==> src/hw/rtl/rat_pkg.sv <==
// Shared types, constants and helpers of the resource allocation table.
// No dependencies; every other file of the block but rat_ram uses it.
`default_nettype none

package rat_pkg;

  localparam int NUM_PROCS = 32;
  localparam int NUM_RES   = 32;
  localparam int DEPTH     = NUM_PROCS * NUM_RES;
  localparam int ADDR_W    = $clog2(DEPTH);
  localparam int RIDX_W    = (NUM_RES > 1) ? $clog2(NUM_RES) : 1;
  localparam int CNT_W     = $clog2(NUM_RES + 1);

  localparam int FUNC_W   = 3;
  localparam int PROC_W   = 5;
  localparam int RES_W    = 5;
  localparam int COUNT_W  = 4;
  localparam int STATUS_W = 2;
  localparam int COUNT_MAX = 15;

  typedef logic [COUNT_W-1:0] count_t;
  typedef logic [ADDR_W-1:0]  addr_t;

  typedef enum logic [FUNC_W-1:0] {
    FN_LOAD  = 3'd0,
    FN_CLAIM = 3'd1,
    FN_ACQ   = 3'd2,
    FN_REL   = 3'd3,
    FN_TERM  = 3'd4,
    FN_CHECK = 3'd5
  } func_e;

  typedef enum logic [STATUS_W-1:0] {
    ST_OK     = 2'd0,
    ST_UNSAFE = 2'd1,
    ST_NOHELD = 2'd2,
    ST_NOFREE = 2'd3
  } status_e;

  typedef enum logic [2:0] {
    S_CLEAR,
    S_IDLE,
    S_RD,
    S_EXEC,
    S_WALK,
    S_DONE
  } state_e;

  typedef struct packed {
    logic   held_we;
    logic   claim_we;
    addr_t  waddr;
    count_t held_wdata;
    count_t claim_wdata;
    addr_t  raddr;
  } mem_req_t;

  function automatic count_t sat_add(count_t a, count_t b);
    logic [COUNT_W:0] s;
    s = {1'b0, a} + {1'b0, b};
    if (s > (COUNT_W + 1)'(COUNT_MAX)) begin
      return count_t'(COUNT_MAX);
    end
    return s[COUNT_W-1:0];
  endfunction

endpackage

`default_nettype wire

==> src/hw/rtl/rat_if.sv <==
// Valid/ready channels of the resource allocation table: request and response.
// Depends on rat_pkg for field widths.
`default_nettype none

interface rat_req_if;
  logic                          valid;
  logic                          ready;
  logic [rat_pkg::FUNC_W-1:0]    func;
  logic [rat_pkg::PROC_W-1:0]    proc;
  logic [rat_pkg::RES_W-1:0]     resource;
  logic [rat_pkg::COUNT_W-1:0]   amount;

  modport source (output valid, func, proc, resource, amount, input ready);
  modport sink   (input valid, func, proc, resource, amount, output ready);
endinterface

interface rat_rsp_if;
  logic                          valid;
  logic                          ready;
  logic                          ok;
  logic [rat_pkg::STATUS_W-1:0]  status;
  logic [rat_pkg::COUNT_W-1:0]   free_now;
  logic [rat_pkg::COUNT_W-1:0]   held_now;

  modport source (output valid, ok, status, free_now, held_now, input ready);
  modport sink   (input valid, ok, status, free_now, held_now, output ready);
endinterface

`default_nettype wire

==> src/hw/rtl/rat_ctrl.sv <==
// Sequencer and shared count unit of the resource allocation table; holds the
// free counts and the response register. Depends on rat_pkg and rat_if.
`default_nettype none

module rat_ctrl (
  input  wire logic                 clk_i,
  input  wire logic                 rst_ni,
  rat_req_if.sink                   in_i,
  rat_rsp_if.source                 out_o,
  output      rat_pkg::mem_req_t    mem_req_o,
  input  wire rat_pkg::count_t      held_rdata_i,
  input  wire rat_pkg::count_t      claim_rdata_i
);

  localparam int ADDR_W = rat_pkg::ADDR_W;
  localparam int RIDX_W = rat_pkg::RIDX_W;
  localparam int CNT_W  = rat_pkg::CNT_W;

  rat_pkg::state_e state_q, state_d;

  logic [rat_pkg::FUNC_W-1:0]  func_q, func_d;
  logic [rat_pkg::RES_W-1:0]   res_q, res_d;
  rat_pkg::count_t             amount_q, amount_d;
  logic                        p_ok_q, p_ok_d;
  logic                        r_ok_q, r_ok_d;
  rat_pkg::addr_t              base_q, base_d;
  rat_pkg::addr_t              addr_q, addr_d;
  rat_pkg::addr_t              clr_q, clr_d;
  logic [CNT_W-1:0]            rd_cnt_q, rd_cnt_d;
  logic                        exe_vld_q, exe_vld_d;
  logic [RIDX_W-1:0]           exe_idx_q, exe_idx_d;
  logic                        safe_q, safe_d;
  logic                        ok_q, ok_d;
  rat_pkg::status_e            status_q, status_d;
  rat_pkg::count_t             held_now_q, held_now_d;
  rat_pkg::count_t             free_q [rat_pkg::NUM_RES];
  rat_pkg::count_t             free_d [rat_pkg::NUM_RES];

  logic                        out_valid_q, out_valid_d;
  logic                        out_ok_q, out_ok_d;
  rat_pkg::status_e            out_status_q, out_status_d;
  rat_pkg::count_t             out_free_q, out_free_d;
  rat_pkg::count_t             out_held_q, out_held_d;

  logic              accept;
  logic              walk_func;
  logic              in_p_ok;
  logic              in_r_ok;
  logic [RIDX_W-1:0] r_idx;
  logic              walk_last;
  logic              out_free;
  logic              unsafe_now;

  assign accept    = in_i.valid && in_i.ready;
  assign in_p_ok   = 32'(in_i.proc) < rat_pkg::NUM_PROCS;
  assign in_r_ok   = 32'(in_i.resource) < rat_pkg::NUM_RES;
  assign walk_func = (in_i.func == rat_pkg::FN_TERM) || (in_i.func == rat_pkg::FN_CHECK);
  assign r_idx     = RIDX_W'(res_q);
  assign walk_last = exe_vld_q && (exe_idx_q == RIDX_W'(rat_pkg::NUM_RES - 1));
  assign out_free  = !out_valid_q || out_o.ready;
  assign unsafe_now = ({1'b0, claim_rdata_i} >
                       ({1'b0, held_rdata_i} + {1'b0, free_q[exe_idx_q]}));

  always_comb begin
    state_d = state_q;
    unique case (state_q)
      rat_pkg::S_CLEAR: begin
        if (clr_q == ADDR_W'(rat_pkg::DEPTH - 1)) begin
          state_d = rat_pkg::S_IDLE;
        end
      end
      rat_pkg::S_IDLE: begin
        if (accept) begin
          if (!walk_func) begin
            state_d = rat_pkg::S_RD;
          end else if (in_p_ok) begin
            state_d = rat_pkg::S_WALK;
          end else begin
            state_d = rat_pkg::S_DONE;
          end
        end
      end
      rat_pkg::S_RD:   state_d = rat_pkg::S_EXEC;
      rat_pkg::S_EXEC: state_d = rat_pkg::S_DONE;
      rat_pkg::S_WALK: begin
        if (walk_last) begin
          state_d = rat_pkg::S_DONE;
        end
      end
      rat_pkg::S_DONE: begin
        if (out_free) begin
          state_d = rat_pkg::S_IDLE;
        end
      end
      default: state_d = rat_pkg::S_IDLE;
    endcase
  end

  always_comb begin
    rat_pkg::count_t h;
    rat_pkg::count_t f;
    rat_pkg::count_t held_new;
    h        = held_rdata_i;
    f        = free_q[r_idx];
    held_new = h;

    func_d     = func_q;
    res_d      = res_q;
    amount_d   = amount_q;
    p_ok_d     = p_ok_q;
    r_ok_d     = r_ok_q;
    base_d     = base_q;
    addr_d     = addr_q;
    clr_d      = clr_q;
    rd_cnt_d   = rd_cnt_q;
    exe_vld_d  = 1'b0;
    exe_idx_d  = exe_idx_q;
    safe_d     = safe_q;
    ok_d       = ok_q;
    status_d   = status_q;
    held_now_d = held_now_q;
    free_d     = free_q;

    out_valid_d  = out_valid_q && !out_o.ready;
    out_ok_d     = out_ok_q;
    out_status_d = out_status_q;
    out_free_d   = out_free_q;
    out_held_d   = out_held_q;

    in_i.ready = 1'b0;

    mem_req_o.held_we     = 1'b0;
    mem_req_o.claim_we    = 1'b0;
    mem_req_o.waddr       = addr_q;
    mem_req_o.held_wdata  = '0;
    mem_req_o.claim_wdata = '0;
    mem_req_o.raddr       = addr_q;

    unique case (state_q)
      rat_pkg::S_CLEAR: begin
        mem_req_o.held_we  = 1'b1;
        mem_req_o.claim_we = 1'b1;
        mem_req_o.waddr    = clr_q;
        clr_d              = clr_q + ADDR_W'(1);
      end
      rat_pkg::S_IDLE: begin
        in_i.ready = 1'b1;
        if (accept) begin
          func_d     = in_i.func;
          res_d      = in_i.resource;
          amount_d   = in_i.amount;
          p_ok_d     = in_p_ok;
          r_ok_d     = in_r_ok;
          base_d     = ADDR_W'(32'(in_i.proc) * rat_pkg::NUM_RES);
          addr_d     = ADDR_W'(32'(in_i.proc) * rat_pkg::NUM_RES + 32'(in_i.resource));
          rd_cnt_d   = '0;
          safe_d     = 1'b1;
          ok_d       = 1'b0;
          status_d   = rat_pkg::ST_OK;
          held_now_d = '0;
        end
      end
      rat_pkg::S_RD: begin
        mem_req_o.raddr = addr_q;
      end
      rat_pkg::S_EXEC: begin
        ok_d     = 1'b0;
        status_d = rat_pkg::ST_OK;
        unique case (func_q)
          rat_pkg::FN_LOAD: begin
            if (r_ok_q) begin
              free_d[r_idx] = amount_q;
              ok_d          = 1'b1;
            end
          end
          rat_pkg::FN_CLAIM: begin
            if (p_ok_q && r_ok_q) begin
              mem_req_o.claim_we    = 1'b1;
              mem_req_o.claim_wdata = amount_q;
              ok_d                  = 1'b1;
            end
          end
          rat_pkg::FN_ACQ: begin
            if (p_ok_q && r_ok_q) begin
              if (f == '0) begin
                status_d = rat_pkg::ST_NOFREE;
              end else begin
                free_d[r_idx]        = f - rat_pkg::count_t'(1);
                held_new             = rat_pkg::sat_add(h, rat_pkg::count_t'(1));
                mem_req_o.held_we    = 1'b1;
                mem_req_o.held_wdata = held_new;
                ok_d                 = 1'b1;
              end
            end
          end
          rat_pkg::FN_REL: begin
            if (p_ok_q && r_ok_q) begin
              if (h == '0) begin
                status_d = rat_pkg::ST_NOHELD;
              end else begin
                held_new             = h - rat_pkg::count_t'(1);
                free_d[r_idx]        = rat_pkg::sat_add(f, rat_pkg::count_t'(1));
                mem_req_o.held_we    = 1'b1;
                mem_req_o.held_wdata = held_new;
                ok_d                 = 1'b1;
              end
            end
          end
          default: ;
        endcase
        held_now_d = (p_ok_q && r_ok_q) ? held_new : '0;
      end
      rat_pkg::S_WALK: begin
        mem_req_o.raddr = base_q + ADDR_W'(rd_cnt_q);
        mem_req_o.waddr = base_q + ADDR_W'(exe_idx_q);
        if (rd_cnt_q < CNT_W'(rat_pkg::NUM_RES)) begin
          exe_vld_d = 1'b1;
          exe_idx_d = RIDX_W'(rd_cnt_q);
          rd_cnt_d  = rd_cnt_q + CNT_W'(1);
        end
        if (exe_vld_q) begin
          if (func_q == rat_pkg::FN_TERM) begin
            free_d[exe_idx_q]  = rat_pkg::sat_add(free_q[exe_idx_q], h);
            mem_req_o.held_we  = 1'b1;
            mem_req_o.claim_we = 1'b1;
            if (walk_last) begin
              ok_d = 1'b1;
            end
          end else begin
            if (unsafe_now) begin
              safe_d = 1'b0;
            end
            if (r_ok_q && (exe_idx_q == r_idx)) begin
              held_now_d = h;
            end
            if (walk_last) begin
              ok_d     = safe_q && !unsafe_now;
              status_d = (safe_q && !unsafe_now) ? rat_pkg::ST_OK : rat_pkg::ST_UNSAFE;
            end
          end
        end
      end
      rat_pkg::S_DONE: begin
        if (out_free) begin
          out_valid_d  = 1'b1;
          out_ok_d     = ok_q;
          out_status_d = status_q;
          out_free_d   = r_ok_q ? f : '0;
          out_held_d   = held_now_q;
        end
      end
      default: ;
    endcase
  end

  assign out_o.valid    = out_valid_q;
  assign out_o.ok       = out_ok_q;
  assign out_o.status   = out_status_q;
  assign out_o.free_now = out_free_q;
  assign out_o.held_now = out_held_q;

  always_ff @(posedge clk_i or negedge rst_ni) begin
    if (!rst_ni) begin
      state_q     <= rat_pkg::S_CLEAR;
      clr_q       <= '0;
      rd_cnt_q    <= '0;
      exe_vld_q   <= 1'b0;
      out_valid_q <= 1'b0;
      for (int i = 0; i < rat_pkg::NUM_RES; i++) begin
        free_q[i] <= '0;
      end
    end else begin
      state_q     <= state_d;
      clr_q       <= clr_d;
      rd_cnt_q    <= rd_cnt_d;
      exe_vld_q   <= exe_vld_d;
      out_valid_q <= out_valid_d;
      free_q      <= free_d;
    end
  end

  always_ff @(posedge clk_i) begin
    func_q       <= func_d;
    res_q        <= res_d;
    amount_q     <= amount_d;
    p_ok_q       <= p_ok_d;
    r_ok_q       <= r_ok_d;
    base_q       <= base_d;
    addr_q       <= addr_d;
    exe_idx_q    <= exe_idx_d;
    safe_q       <= safe_d;
    ok_q         <= ok_d;
    status_q     <= status_d;
    held_now_q   <= held_now_d;
    out_ok_q     <= out_ok_d;
    out_status_q <= out_status_d;
    out_free_q   <= out_free_d;
    out_held_q   <= out_held_d;
  end

endmodule

`default_nettype wire

==> src/flat_wrapper.sv <==
// flat-port wrapper written by rule: the top's interface ports become plain ports
module rat_ctrl_flat 
  (clk_i, rst_ni, mem_req_o, held_rdata_i, claim_rdata_i, in_i_valid, in_i_func, in_i_proc, in_i_resource, in_i_amount, in_i_ready, out_o_valid, out_o_ok, out_o_status, out_o_free_now, out_o_held_now, out_o_ready);
  rat_req_if in_i_i ();
  rat_rsp_if out_o_i ();
  input  wire logic clk_i;
  input  wire logic rst_ni;
  output      rat_pkg::mem_req_t mem_req_o;
  input  wire rat_pkg::count_t held_rdata_i;
  input  wire rat_pkg::count_t claim_rdata_i;
  input wire logic [$bits(in_i_i.valid)-1:0] in_i_valid;
  input wire logic [$bits(in_i_i.func)-1:0] in_i_func;
  input wire logic [$bits(in_i_i.proc)-1:0] in_i_proc;
  input wire logic [$bits(in_i_i.resource)-1:0] in_i_resource;
  input wire logic [$bits(in_i_i.amount)-1:0] in_i_amount;
  output wire logic [$bits(in_i_i.ready)-1:0] in_i_ready;
  output wire logic [$bits(out_o_i.valid)-1:0] out_o_valid;
  output wire logic [$bits(out_o_i.ok)-1:0] out_o_ok;
  output wire logic [$bits(out_o_i.status)-1:0] out_o_status;
  output wire logic [$bits(out_o_i.free_now)-1:0] out_o_free_now;
  output wire logic [$bits(out_o_i.held_now)-1:0] out_o_held_now;
  input wire logic [$bits(out_o_i.ready)-1:0] out_o_ready;
  assign in_i_i.valid = in_i_valid;
  assign in_i_i.func = in_i_func;
  assign in_i_i.proc = in_i_proc;
  assign in_i_i.resource = in_i_resource;
  assign in_i_i.amount = in_i_amount;
  assign in_i_ready = in_i_i.ready;
  assign out_o_valid = out_o_i.valid;
  assign out_o_ok = out_o_i.ok;
  assign out_o_status = out_o_i.status;
  assign out_o_free_now = out_o_i.free_now;
  assign out_o_held_now = out_o_i.held_now;
  assign out_o_i.ready = out_o_ready;
  rat_ctrl u_core (.clk_i(clk_i), .rst_ni(rst_ni), .in_i(in_i_i), .out_o(out_o_i), .mem_req_o(mem_req_o), .held_rdata_i(held_rdata_i), .claim_rdata_i(claim_rdata_i));
endmodule
==> config.mk <==
export PLATFORM = sky130hd
export DESIGN_NAME = rat_ctrl_flat
export DESIGN_NICKNAME = d
export VERILOG_FILES = /design/src/hw/rtl/rat_pkg.sv /design/src/hw/rtl/rat_if.sv /design/src/hw/rtl/rat_ctrl.sv /design/src/flat_wrapper.sv
export SDC_FILE = /design/constraint.sdc
export NUM_CORES = 1
export LEC_CHECK = 0
export BUFFER_PORTS_ARGS = -buffer_cell sky130_fd_sc_hd__buf_4
export CELL_PAD_IN_SITES_DETAIL_PLACEMENT = 0
export CELL_PAD_IN_SITES_GLOBAL_PLACEMENT = 1
export CORE_ASPECT_RATIO = 0.8
export CORE_MARGIN = 5
export CORE_UTILIZATION = 48
export CTS_CLUSTER_DIAMETER = 100
export CTS_CLUSTER_SIZE = 30
export DETAILED_ROUTE_END_ITERATION = 16
export PLACE_DENSITY = 0.8
export SLEW_MARGIN = 30
export SYNTH_ARGS = -nofsm -noshare
export SYNTH_HDL_FRONTEND = slang
export SYNTH_SLANG_ARGS = --single-unit
==> constraint.sdc <==
create_clock -name clk_i -period 5.35 [get_ports clk_i]
set_input_delay 0.2675 -clock clk_i [delete_from_list [all_inputs] [get_ports clk_i]]
set_output_delay 0.2675 -clock clk_i [all_outputs]
set_load 0.01 [all_outputs]
==> results_tabular.tex, run 1 <==
\begin{tabular}{lr}
\hline
Metric & Value \\
\hline
\multicolumn{2}{l}{\textbf{GRT}} \\
\quad Total global routing track utilization & 36.6\% \\
\quad Wire length of the first global-routing pass & 94300 um \\
\quad Remaining global-route overflow & 0 \\
\quad Maximum number of pins on one net before global-route repair & 64 \\
\quad Via count of the first global-routing pass & 14200 \\
\quad Antenna violations before repair & 0 \\
\multicolumn{2}{l}{\textbf{Logic synthesis}} \\
\quad Most common flop cell mapped by yosys & sky130\_fd\_sc\_hd\_\_dfrtp\_1 \\
\quad Total standard cell area after synthesis & 14700 um2 \\
\quad Mean Syn Cell Area & 8.44 um2 \\
\quad Largest cells by area after synthesis & sky130\_fd\_sc\_hd\_\_dfrtp\_1 (25\%), sky130\_fd\_sc\_hd\_\_edfxtp\_1 (8.4\%), sky130\_fd\_sc\_hd\_\_o21ai\_0 (6.8\%) \\
\quad Number of flops mapped to enable cells by yosys & around 40 \\
\quad Async SR Flop Fraction & 78.4\% \\
\quad Post-synth top area cell & sky130\_fd\_sc\_hd\_\_dfrtp\_1 \\
\quad Sequential cell area fraction in the yosys report & 33.7\% \\
\quad Synth Register Bits & 190 \\
\quad Nets in the synthesized netlist & 1792 \\
\quad Cells after synthesis & 1746 \\
\quad Ys Warns & 0 \\
\quad Yosys top cell area share & 25.3\% \\
\quad Post-synth cell types & between 90 and 100 \\
\multicolumn{2}{l}{\textbf{Clock tree}} \\
\quad Setup Fix Bufs, Post-CTS & 0 \\
\quad Clock tree sinks & 190 \\
\quad Number of buffers on the longest clock path & 2 \\
\quad Root cell of the clock tree & sky130\_fd\_sc\_hd\_\_clkbuf\_16 \\
\quad Total CTS buffers & 17 \\
\quad TritonCTS clock tree & done \\
\quad H-tree depth & 4 \\
\quad Clock latency on the worst-skew pair & 0.49 ns \\
\quad Clock slew at the register clock pins of the worst setup and hold paths & 0.09 ns \\
\multicolumn{2}{l}{\textbf{Placement}} \\
\quad HPWL reported at the end of detailed placement & 42700 um \\
\quad Final RePlAce weighted congestion & 1.02 \\
\quad Number of buffers inserted by port buffering & slightly above 70 \\
\quad Setup slack at placement & 0.571 ns \\
\quad Dpl cell area & 15700 um2 \\
\multicolumn{2}{l}{\textbf{Finish}} \\
\quad Share of post-route cells with drive strength above 1 & 15.5\% \\
\quad Most common cell after layout, fill and taps aside & sky130\_fd\_sc\_hd\_\_nor2\_1 \\
\quad Number of nets in the final layout & 1823 \\
\quad Number of fill cells & 2787 \\
\quad Post-Layout Inst Area & around 17000 um2 \\
\quad Most frequent cells in the layout & sky130\_fd\_sc\_hd\_\_nor2\_1 (238), sky130\_fd\_sc\_hd\_\_nand2\_1 (200), sky130\_fd\_sc\_hd\_\_o21ai\_0 (200), sky130\_fd\_sc\_hd\_\_dfrtp\_1 (149), sky130\_fd\_sc\_hd\_\_buf\_4 (125) \\
\quad Area growth from synthesis to layout & 12.1\% \\
\quad Number of diodes & 0 \\
\multicolumn{2}{l}{\textbf{Power}} \\
\quad Max IR drop VDD & 0.000505 V \\
\quad Power per Cell Area & roughly 520 nW/um2 \\
\quad Part of the power in combinational logic & 51.0\% \\
\quad Cell Int Power & 4.26 mW \\
\quad Clock group share of total power & between 10\% and 20\% \\
\quad Sequential cell fraction of total power & 33.5\% \\
\quad Reported net switching power & 4.32 mW \\
\quad Leakage power & 6.18 nW \\
\quad Switching part of the total & 50.4\% \\
\multicolumn{2}{l}{\textbf{Setup path}} \\
\quad Worst path required time & $\sim$5.7 ns \\
\quad CP Launch Type & flop \\
\quad Maximum fanout encountered on the critical timing path & 24 \\
\quad Worst setup path class & reg2reg \\
\quad Data arrival time of the worst path & 5.30 ns \\
\quad Worst Path Buf+Inv & 6 \\
\quad Worst path top cell family by delay & buffers and inverters \\
\quad Slowest cell on the critical path & sky130\_fd\_sc\_hd\_\_edfxtp\_1 \\
\quad Delay of the slowest cell on the worst path & around 0.95 ns \\
\quad Sequence of cells on the critical path & buf\_4 > mux4\_2 > mux4\_2 > mux2\_2 > ha\_1 > inv\_1 > fa\_1 > inv\_1 > a21o\_1 > a21oi\_1 > and2\_1 > buf\_4 > inv\_1 > o21ai\_2 > buf\_4 > o221a\_2 > o31ai\_1 \\
\quad Setup crit end kind & flop \\
\multicolumn{2}{l}{\textbf{STA}} \\
\quad Minimum clock period after layout & 4.96 ns \\
\quad Number of max-slew violations in the final report & 0 \\
\quad Transition time at the pin with the least slew margin & roughly 1.1 ns \\
\quad Worst Slack Setup Final & 0.393 ns \\
\quad Final worst clock skew & approximately 0.020 ns \\
\quad Slew Limit Headroom & 28.1\% \\
\quad Setup-failing EPs final & 0 \\
\quad Unrepaired setup endpoints after global routing & false \\
\quad Number of failing hold endpoints at the final stage & 0 \\
\quad Post-route clock period utilization & 92.6\% \\
\quad Total Neg Setup Slack & 0 ns \\
\quad Top achievable clock speed & slightly above 0.2 GHz \\
\multicolumn{2}{l}{\textbf{Drt}} \\
\quad Wirelength, routed & around 64000 um \\
\quad Total vias in the final route & 15500 \\
\quad Drt initial violations & 2305 \\
\quad Wire length per cell & roughly 29 um \\
\quad DRC violation count after routing & 0 \\
\quad Number of antenna-violating nets in the routed design & 0 \\
\quad Routed vias/inst & around 7.0 \\
\quad Number of detailed-routing iterations run before antenna repair & 8 \\
\multicolumn{2}{l}{\textbf{Floorplanning}} \\
\quad Starting utilization of the core area & 48.6\% \\
\quad Std cell rows & 57 \\
\quad Number of ports placed on the die boundary & 72 \\
\quad Die H & 167 um \\
\quad Area of the placeable core & 30300 um2 \\
\quad Die footprint & about 34000 um2 \\
\quad Horiz. Die Dim & just over 200 um \\
\multicolumn{2}{l}{\textbf{Worst hold path}} \\
\quad Type of the most critical hold path & in2reg \\
\multicolumn{2}{l}{\textbf{Run}} \\
\quad Max-cap violations & 0 \\
\multicolumn{2}{l}{\textbf{Run status}} \\
\quad Run status & complete, no violations \\
\hline
\end{tabular}
## Yosys cell counts (6+ instances only)
cell type,number
sky130_fd_sc_hd__mux2i_1,53
sky130_fd_sc_hd__mux4_2,44
sky130_fd_sc_hd__buf_2,26
sky130_fd_sc_hd__nand2_1,200
sky130_fd_sc_hd__mux2_2,16
sky130_fd_sc_hd__buf_4,8
sky130_fd_sc_hd__nand3b_1,6
sky130_fd_sc_hd__edfxtp_1,41
sky130_fd_sc_hd__and3_1,26
sky130_fd_sc_hd__a21oi_1,76
sky130_fd_sc_hd__ha_1,16
sky130_fd_sc_hd__o31ai_1,24
sky130_fd_sc_hd__xnor2_1,12
sky130_fd_sc_hd__a21o_1,6
sky130_fd_sc_hd__o32a_1,34
sky130_fd_sc_hd__a22oi_1,78
sky130_fd_sc_hd__dfrtp_1,149
sky130_fd_sc_hd__buf_6,7
sky130_fd_sc_hd__buf_1,18
sky130_fd_sc_hd__mux2_1,6
sky130_fd_sc_hd__o21ai_0,200
sky130_fd_sc_hd__o21ai_1,10
sky130_fd_sc_hd__and2_1,15
sky130_fd_sc_hd__or3_1,8
sky130_fd_sc_hd__nor2b_1,13
sky130_fd_sc_hd__nand2b_1,8
sky130_fd_sc_hd__xor2_1,11
sky130_fd_sc_hd__nand3_1,34
sky130_fd_sc_hd__nor2_1,241
sky130_fd_sc_hd__nand4_1,31
sky130_fd_sc_hd__a31oi_1,43
sky130_fd_sc_hd__o22ai_1,17
sky130_fd_sc_hd__clkbuf_1,79
sky130_fd_sc_hd__nor4_1,12
sky130_fd_sc_hd__o221a_2,22
sky130_fd_sc_hd__inv_1,38
sky130_fd_sc_hd__nor3_1,22
## power by group through the flow
stage / clock network, mW / registers (mW) / logic (mW)
floorplan: 0 / 2.41 / 2.78
global placement: 0 / 2.83 / 4.12
detailed placement: 0 / 2.83 / 4.18
CTS: 1.34 / 2.81 / 4.20
global route: 1.41 / 2.89 / 4.60
finish: 1.33 / 2.88 / 4.37
## final timing paths
path / from / end / slack, ns / depth (start not counted)
max in group asynchronous: rst_ni / u_core.free_q[13] / 3.85 / 3
worst max register to register: u_core.exe_idx_q[1] / u_core.free_q[27] / 0.39 / 17
worst max-delay path: u_core.exe_idx_q[1] / u_core.free_q[27] / 0.39 / 17
worst min register to register: u_core.held_now_q[0] / u_core.out_o.held_now[0] / 0.43 / 0
min in group asynchronous: rst_ni / u_core.free_q[96] / 0.39 / 2
worst min-delay path: in_i_valid / u_core.state_q[1] / 0.07 / 3
## timing repair
action | in CTS | in global routing
hold endpoints to repair | 78 | 0
hold buffers | 18 | 0
gates resized for setup | 0 | 0
## tightest hold or removal path, stage by stage
cell	delay, ns
sky130_fd_sc_hd__buf_4	0.11
sky130_fd_sc_hd__nand3b_1	0.07
sky130_fd_sc_hd__a21oi_1	0.06
## logic make-up after synthesis
logic type	Yosys count	synth area share (%)
AND/OR/NAND/NOR	650	20.5
flip-flops	190	33.7
adder cells (fa/ha/maj)	18	1.56
XOR/XNOR	23	1.37
AO/OA/AOI/OAI	568	25.6
multiplexers	119	12.0
buffers and inverters	178	5.32
## sequential cells by signal, summed over array words and instances, names as in the netlist, 2 cells and up
signal,flops
u_core.amount_q,4
u_core.state_q,3
u_core.addr_q,9
u_core.func_q,3
u_core.rd_cnt_q,6
u_core.exe_idx_q,5
u_core.clr_q,10
u_core.out_o.held_now,4
u_core.status_q,2
u_core.free_q,128
u_core.held_now_q,4
u_core.out_o.status,2
u_core.out_o.free_now,4
## final cells by class
class / instances / area (um2) / share of cell area, %
well taps: 413 / 517 / 3.13
flip-flops and latches: 190 / 4960 / 30.0
clock inverters: 14 / 153 / 0.925
clock buffers: 18 / 429 / 2.60
repair buffers: 150 / 1240 / 7.52
inverters: 40 / 150 / 0.910
multi-input cells: 1378 / 9060 / 54.9
## through the flow
stage	power (mW)	util [%]	hold WS (ns)	std cells
4_1_cts	8.36	54.4	0.0481	2202
6_report	8.58	54.5	0.0696	2203
3_3_place_gp	6.95	51.9	0.344	2152
5_1_grt	8.89	54.5	0.0604	2203
3_5_place_dp	7.01	51.9	0.343	2152
2_1_floorplan	5.20	-	-0.0281	1746
## routing by layer
| layer | vias up | part of all wire, % | track usage, % |
|---|---|---|---|
| li1 | 6607 | - | - |
| met5 | - | 0 | 0 |
| met1 | 7479 | 41 | 54.9 |
| met3 | 232 | 14 | 10.9 |
| met2 | 1188 | 40 | 49.8 |
| met4 | 0 | 4.5 | 13.0 |
Note: power is estimated with default switching activity, not from simulation.
==> run 2, diff against run 1 <==
CORE_ASPECT_RATIO = 0.75   (was 0.8)
==> results_tabular.tex, run 2 (same netlist as run 1, synthesis figures left out) <==
\begin{tabular}{lr}
\hline
Metric & Value \\
\hline
\multicolumn{2}{l}{\textbf{Finish}} \\
\quad Number of flip-flops under the largest register name & 128 (unchanged) \\
\quad Largest register by flop count & u\_core.free\_q (unchanged) \\
\quad Post-Layout Inst Area & 16500 um2 (about the same) \\
\quad Number of nets in the final layout & 1828 (was 1823) \\
\quad Leading registers by flop count & u\_core.free\_q: 128 flops, u\_core.clr\_q: 10 flops, u\_core.addr\_q: 9 flops (unchanged) \\
\quad Share of post-route cells with drive strength above 1 & 15.7\% (was 15.5\%) \\
\quad Number of diodes & 0 (unchanged) \\
\quad Area growth from synthesis to layout & 12.1\% (about the same) \\
\quad Most frequent cells in the layout & sky130\_fd\_sc\_hd\_\_nor2\_1 (239), sky130\_fd\_sc\_hd\_\_nand2\_1 (200), sky130\_fd\_sc\_hd\_\_o21ai\_0 (200), sky130\_fd\_sc\_hd\_\_dfrtp\_1 (149), sky130\_fd\_sc\_hd\_\_buf\_4 (132) (was sky130\_fd\_sc\_hd\_\_nor2\_1 (238), sky130\_fd\_sc\_hd\_\_nand2\_1 (200), sky130\_fd\_sc\_hd\_\_o21ai\_0 (200), sky130\_fd\_sc\_hd\_\_dfrtp\_1 (149), sky130\_fd\_sc\_hd\_\_buf\_4 (125)) \\
\quad Most common cell after layout, fill and taps aside & sky130\_fd\_sc\_hd\_\_nor2\_1 (unchanged) \\
\multicolumn{2}{l}{\textbf{Setup path}} \\
\quad Worst path required time & 5.69 ns (about the same) \\
\quad Sequence of cells on the critical path & buf\_4 > mux4\_2 > mux4\_2 > mux2\_2 > ha\_1 > inv\_1 > fa\_1 > inv\_1 > a21o\_1 > a21oi\_1 > and2\_1 > buf\_4 > inv\_1 > o21ai\_2 > buf\_4 > o221a\_2 > o31ai\_1 (unchanged) \\
\quad Maximum fanout encountered on the critical timing path & 24 (unchanged) \\
\quad Worst setup path class & reg2reg (unchanged) \\
\quad Slowest cell on the critical path & sky130\_fd\_sc\_hd\_\_edfxtp\_1 (unchanged) \\
\quad Delay of the slowest cell on the worst path & 0.83 ns (was 0.95 ns) \\
\quad CP Launch Type & flop (unchanged) \\
\quad Data arrival time of the worst path & 5.13 ns (was 5.30 ns) \\
\quad Setup crit end kind & flop (unchanged) \\
\quad Setup slack of the worst register-to-register path & 0.56 ns (was 0.39 ns) \\
\multicolumn{2}{l}{\textbf{Worst hold path}} \\
\quad Type of the most critical hold path & in2reg (unchanged) \\
\multicolumn{2}{l}{\textbf{Clock tree}} \\
\quad TritonCTS clock tree & done (unchanged) \\
\quad Total CTS buffers & 17 (unchanged) \\
\quad Clock latency on the worst-skew pair & 0.48 ns (was 0.49 ns) \\
\quad Number of buffers on the longest clock path & 2 (unchanged) \\
\quad Post-CTS sizing & 0 (unchanged) \\
\quad H-tree depth & 4 (unchanged) \\
\quad Setup Fix Bufs, Post-CTS & 0 (unchanged) \\
\quad Clock slew at the register clock pins of the worst setup and hold paths & 0.09 ns (about the same) \\
\quad Clock tree sinks & 190 (unchanged) \\
\quad Hold-fix buffers at CTS & 18 (unchanged) \\
\quad Root cell of the clock tree & sky130\_fd\_sc\_hd\_\_clkbuf\_16 (unchanged) \\
\multicolumn{2}{l}{\textbf{Floorplanning}} \\
\quad Die footprint & 34300 um2 (about the same) \\
\quad Std cell rows & 55 (was 57) \\
\quad Number of ports placed on the die boundary & 72 (unchanged) \\
\quad Die H & 162 um (was 167 um) \\
\quad Horiz. Die Dim & 212 um (was 206 um) \\
\quad Starting utilization of the core area & 48.8\% (was 48.6\%) \\
\quad Area of the placeable core & 30200 um2 (was 30300 um2) \\
\multicolumn{2}{l}{\textbf{Power}} \\
\quad Power per Cell Area & 521 nW/um2 (was 520 nW/um2) \\
\quad Max IR drop VDD & 0.000321 V (was 0.000505 V) \\
\quad Power after layout & 8.60 mW (was 8.58 mW) \\
\quad Leakage power & 6.21 nW (was 6.18 nW) \\
\multicolumn{2}{l}{\textbf{GRT}} \\
\quad Via count of the first global-routing pass & 14400 (was 14200) \\
\quad Antenna violations before repair & 0 (unchanged) \\
\quad Remaining global-route overflow & 0 (unchanged) \\
\quad Total global routing track utilization & 36.7\% (was 36.6\%) \\
\quad Wire length of the first global-routing pass & 95500 um (was 94300 um) \\
\quad Maximum number of pins on one net before global-route repair & 105 (was 64) \\
\multicolumn{2}{l}{\textbf{Drt}} \\
\quad Drt initial violations & 2802 (was 2305) \\
\quad Number of detailed-routing iterations run before antenna repair & 6 (was 8) \\
\quad Number of antenna-violating nets in the routed design & 0 (unchanged) \\
\quad Total vias in the final route & 15600 (was 15500) \\
\quad Wirelength, routed & 63600 um (was 63700 um) \\
\quad Routed vias/inst & 7.10 (was 7.04) \\
\quad Wire length per cell & 29.0 um (was 28.9 um) \\
\quad DRC violation count after routing & 0 (unchanged) \\
\multicolumn{2}{l}{\textbf{STA}} \\
\quad Number of failing hold endpoints at the final stage & 0 (unchanged) \\
\quad Setup-failing EPs final & 0 (unchanged) \\
\quad Transition time at the pin with the least slew margin & 1.06 ns (was 1.07 ns) \\
\quad Slew Limit Headroom & 29.5\% (was 28.1\%) \\
\quad Worst Slack Setup Final & 0.557 ns (was 0.393 ns) \\
\quad Unrepaired setup endpoints after global routing & false (unchanged) \\
\quad Number of max-slew violations in the final report & 0 (unchanged) \\
\quad Top achievable clock speed & 0.209 GHz (was 0.202 GHz) \\
\quad Minimum clock period after layout & 4.79 ns (was 4.96 ns) \\
\quad Post-route clock period utilization & 89.6\% (was 92.6\%) \\
\quad Total Neg Setup Slack & 0 ns (unchanged) \\
\quad Final worst clock skew & 0.0163 ns (was 0.0195 ns) \\
\multicolumn{2}{l}{\textbf{Placement}} \\
\quad Final RePlAce weighted congestion & 1.02 (about the same) \\
\quad Setup slack at placement & 0.721 ns (was 0.571 ns) \\
\quad Dpl cell area & 15700 um2 (about the same) \\
\quad Number of buffers inserted by port buffering & 71 (unchanged) \\
\quad HPWL reported at the end of detailed placement & 43400 um (was 42700 um) \\
\multicolumn{2}{l}{\textbf{Run status}} \\
\quad Run status & complete, no violations (unchanged) \\
\multicolumn{2}{l}{\textbf{Run}} \\
\quad Max-cap violations & 0 (unchanged) \\
\hline
\end{tabular}
==> run 2: metrics by stage <==
stage	instances	hold slack (ns)	util, %
finish	2194	0.0740	54.7
CTS	2194	0.0610	54.7
floorplan	1746	-0.0281	-
global route	2194	0.0836	54.7
global placement	2144	0.407	52.1
detailed placement	2144	0.397	52.1
==> run 2: power breakdown <==
group          leakage, nW  switching (mW)  internal (mW)
clock                0.290           0.703          0.630
combinational         3.71            2.75           1.60
sequential            2.21           0.888           2.04
total                 6.21            4.34           4.26
==> run 2: area by class of cell <==
cell class | instances | area [um2]
Tap cell | 399 | 499
Multi-Input combinational cell | 1378 | 9050
Fill cell | 2831 | 13700
Timing Repair Buffer | 155 | 1270
Clock inverter | 15 | 164
Clock buffer | 17 | 425
Inverter | 40 | 150
Sequential cell | 190 | 4960
==> run 2: routing by layer <==
layer | track usage, % | vias to the layer above | wire length, um
met4 | 12.8 | 0 | 2440
met5 | 0 | - | 0
li1 | - | 6620 | -
met3 | 11.4 | 190 | 9520
met2 | 49.6 | 1205 | 25600
met1 | 55.3 | 7563 | 26100
==> run 2: final timing paths <==
check,startpoint,to,cells past startpoint
hold reg to reg,u_core.held_now_q[0],u_core.out_o.held_now[0],0
setup reg to reg,u_core.exe_idx_q[1],u_core.free_q[127],17
setup / recovery,u_core.exe_idx_q[1],u_core.free_q[127],17
max in group asynchronous,rst_ni,u_core.free_q[39],3
hold / removal,in_i_valid,u_core.state_q[1],3
min in group asynchronous,rst_ni,u_core.free_q[114],2
==> run 2: critical path: cells and delay by family, from the launching register on <==
kind                       cells  cell delay, ns
DFF                            1            0.83
adders and majority gates      2            0.41
and+or+nand+nor                1            0.20
AOI/OAI and AO/OA              5            0.92
buffers and inverters          6            1.12
muxes                          3            1.15
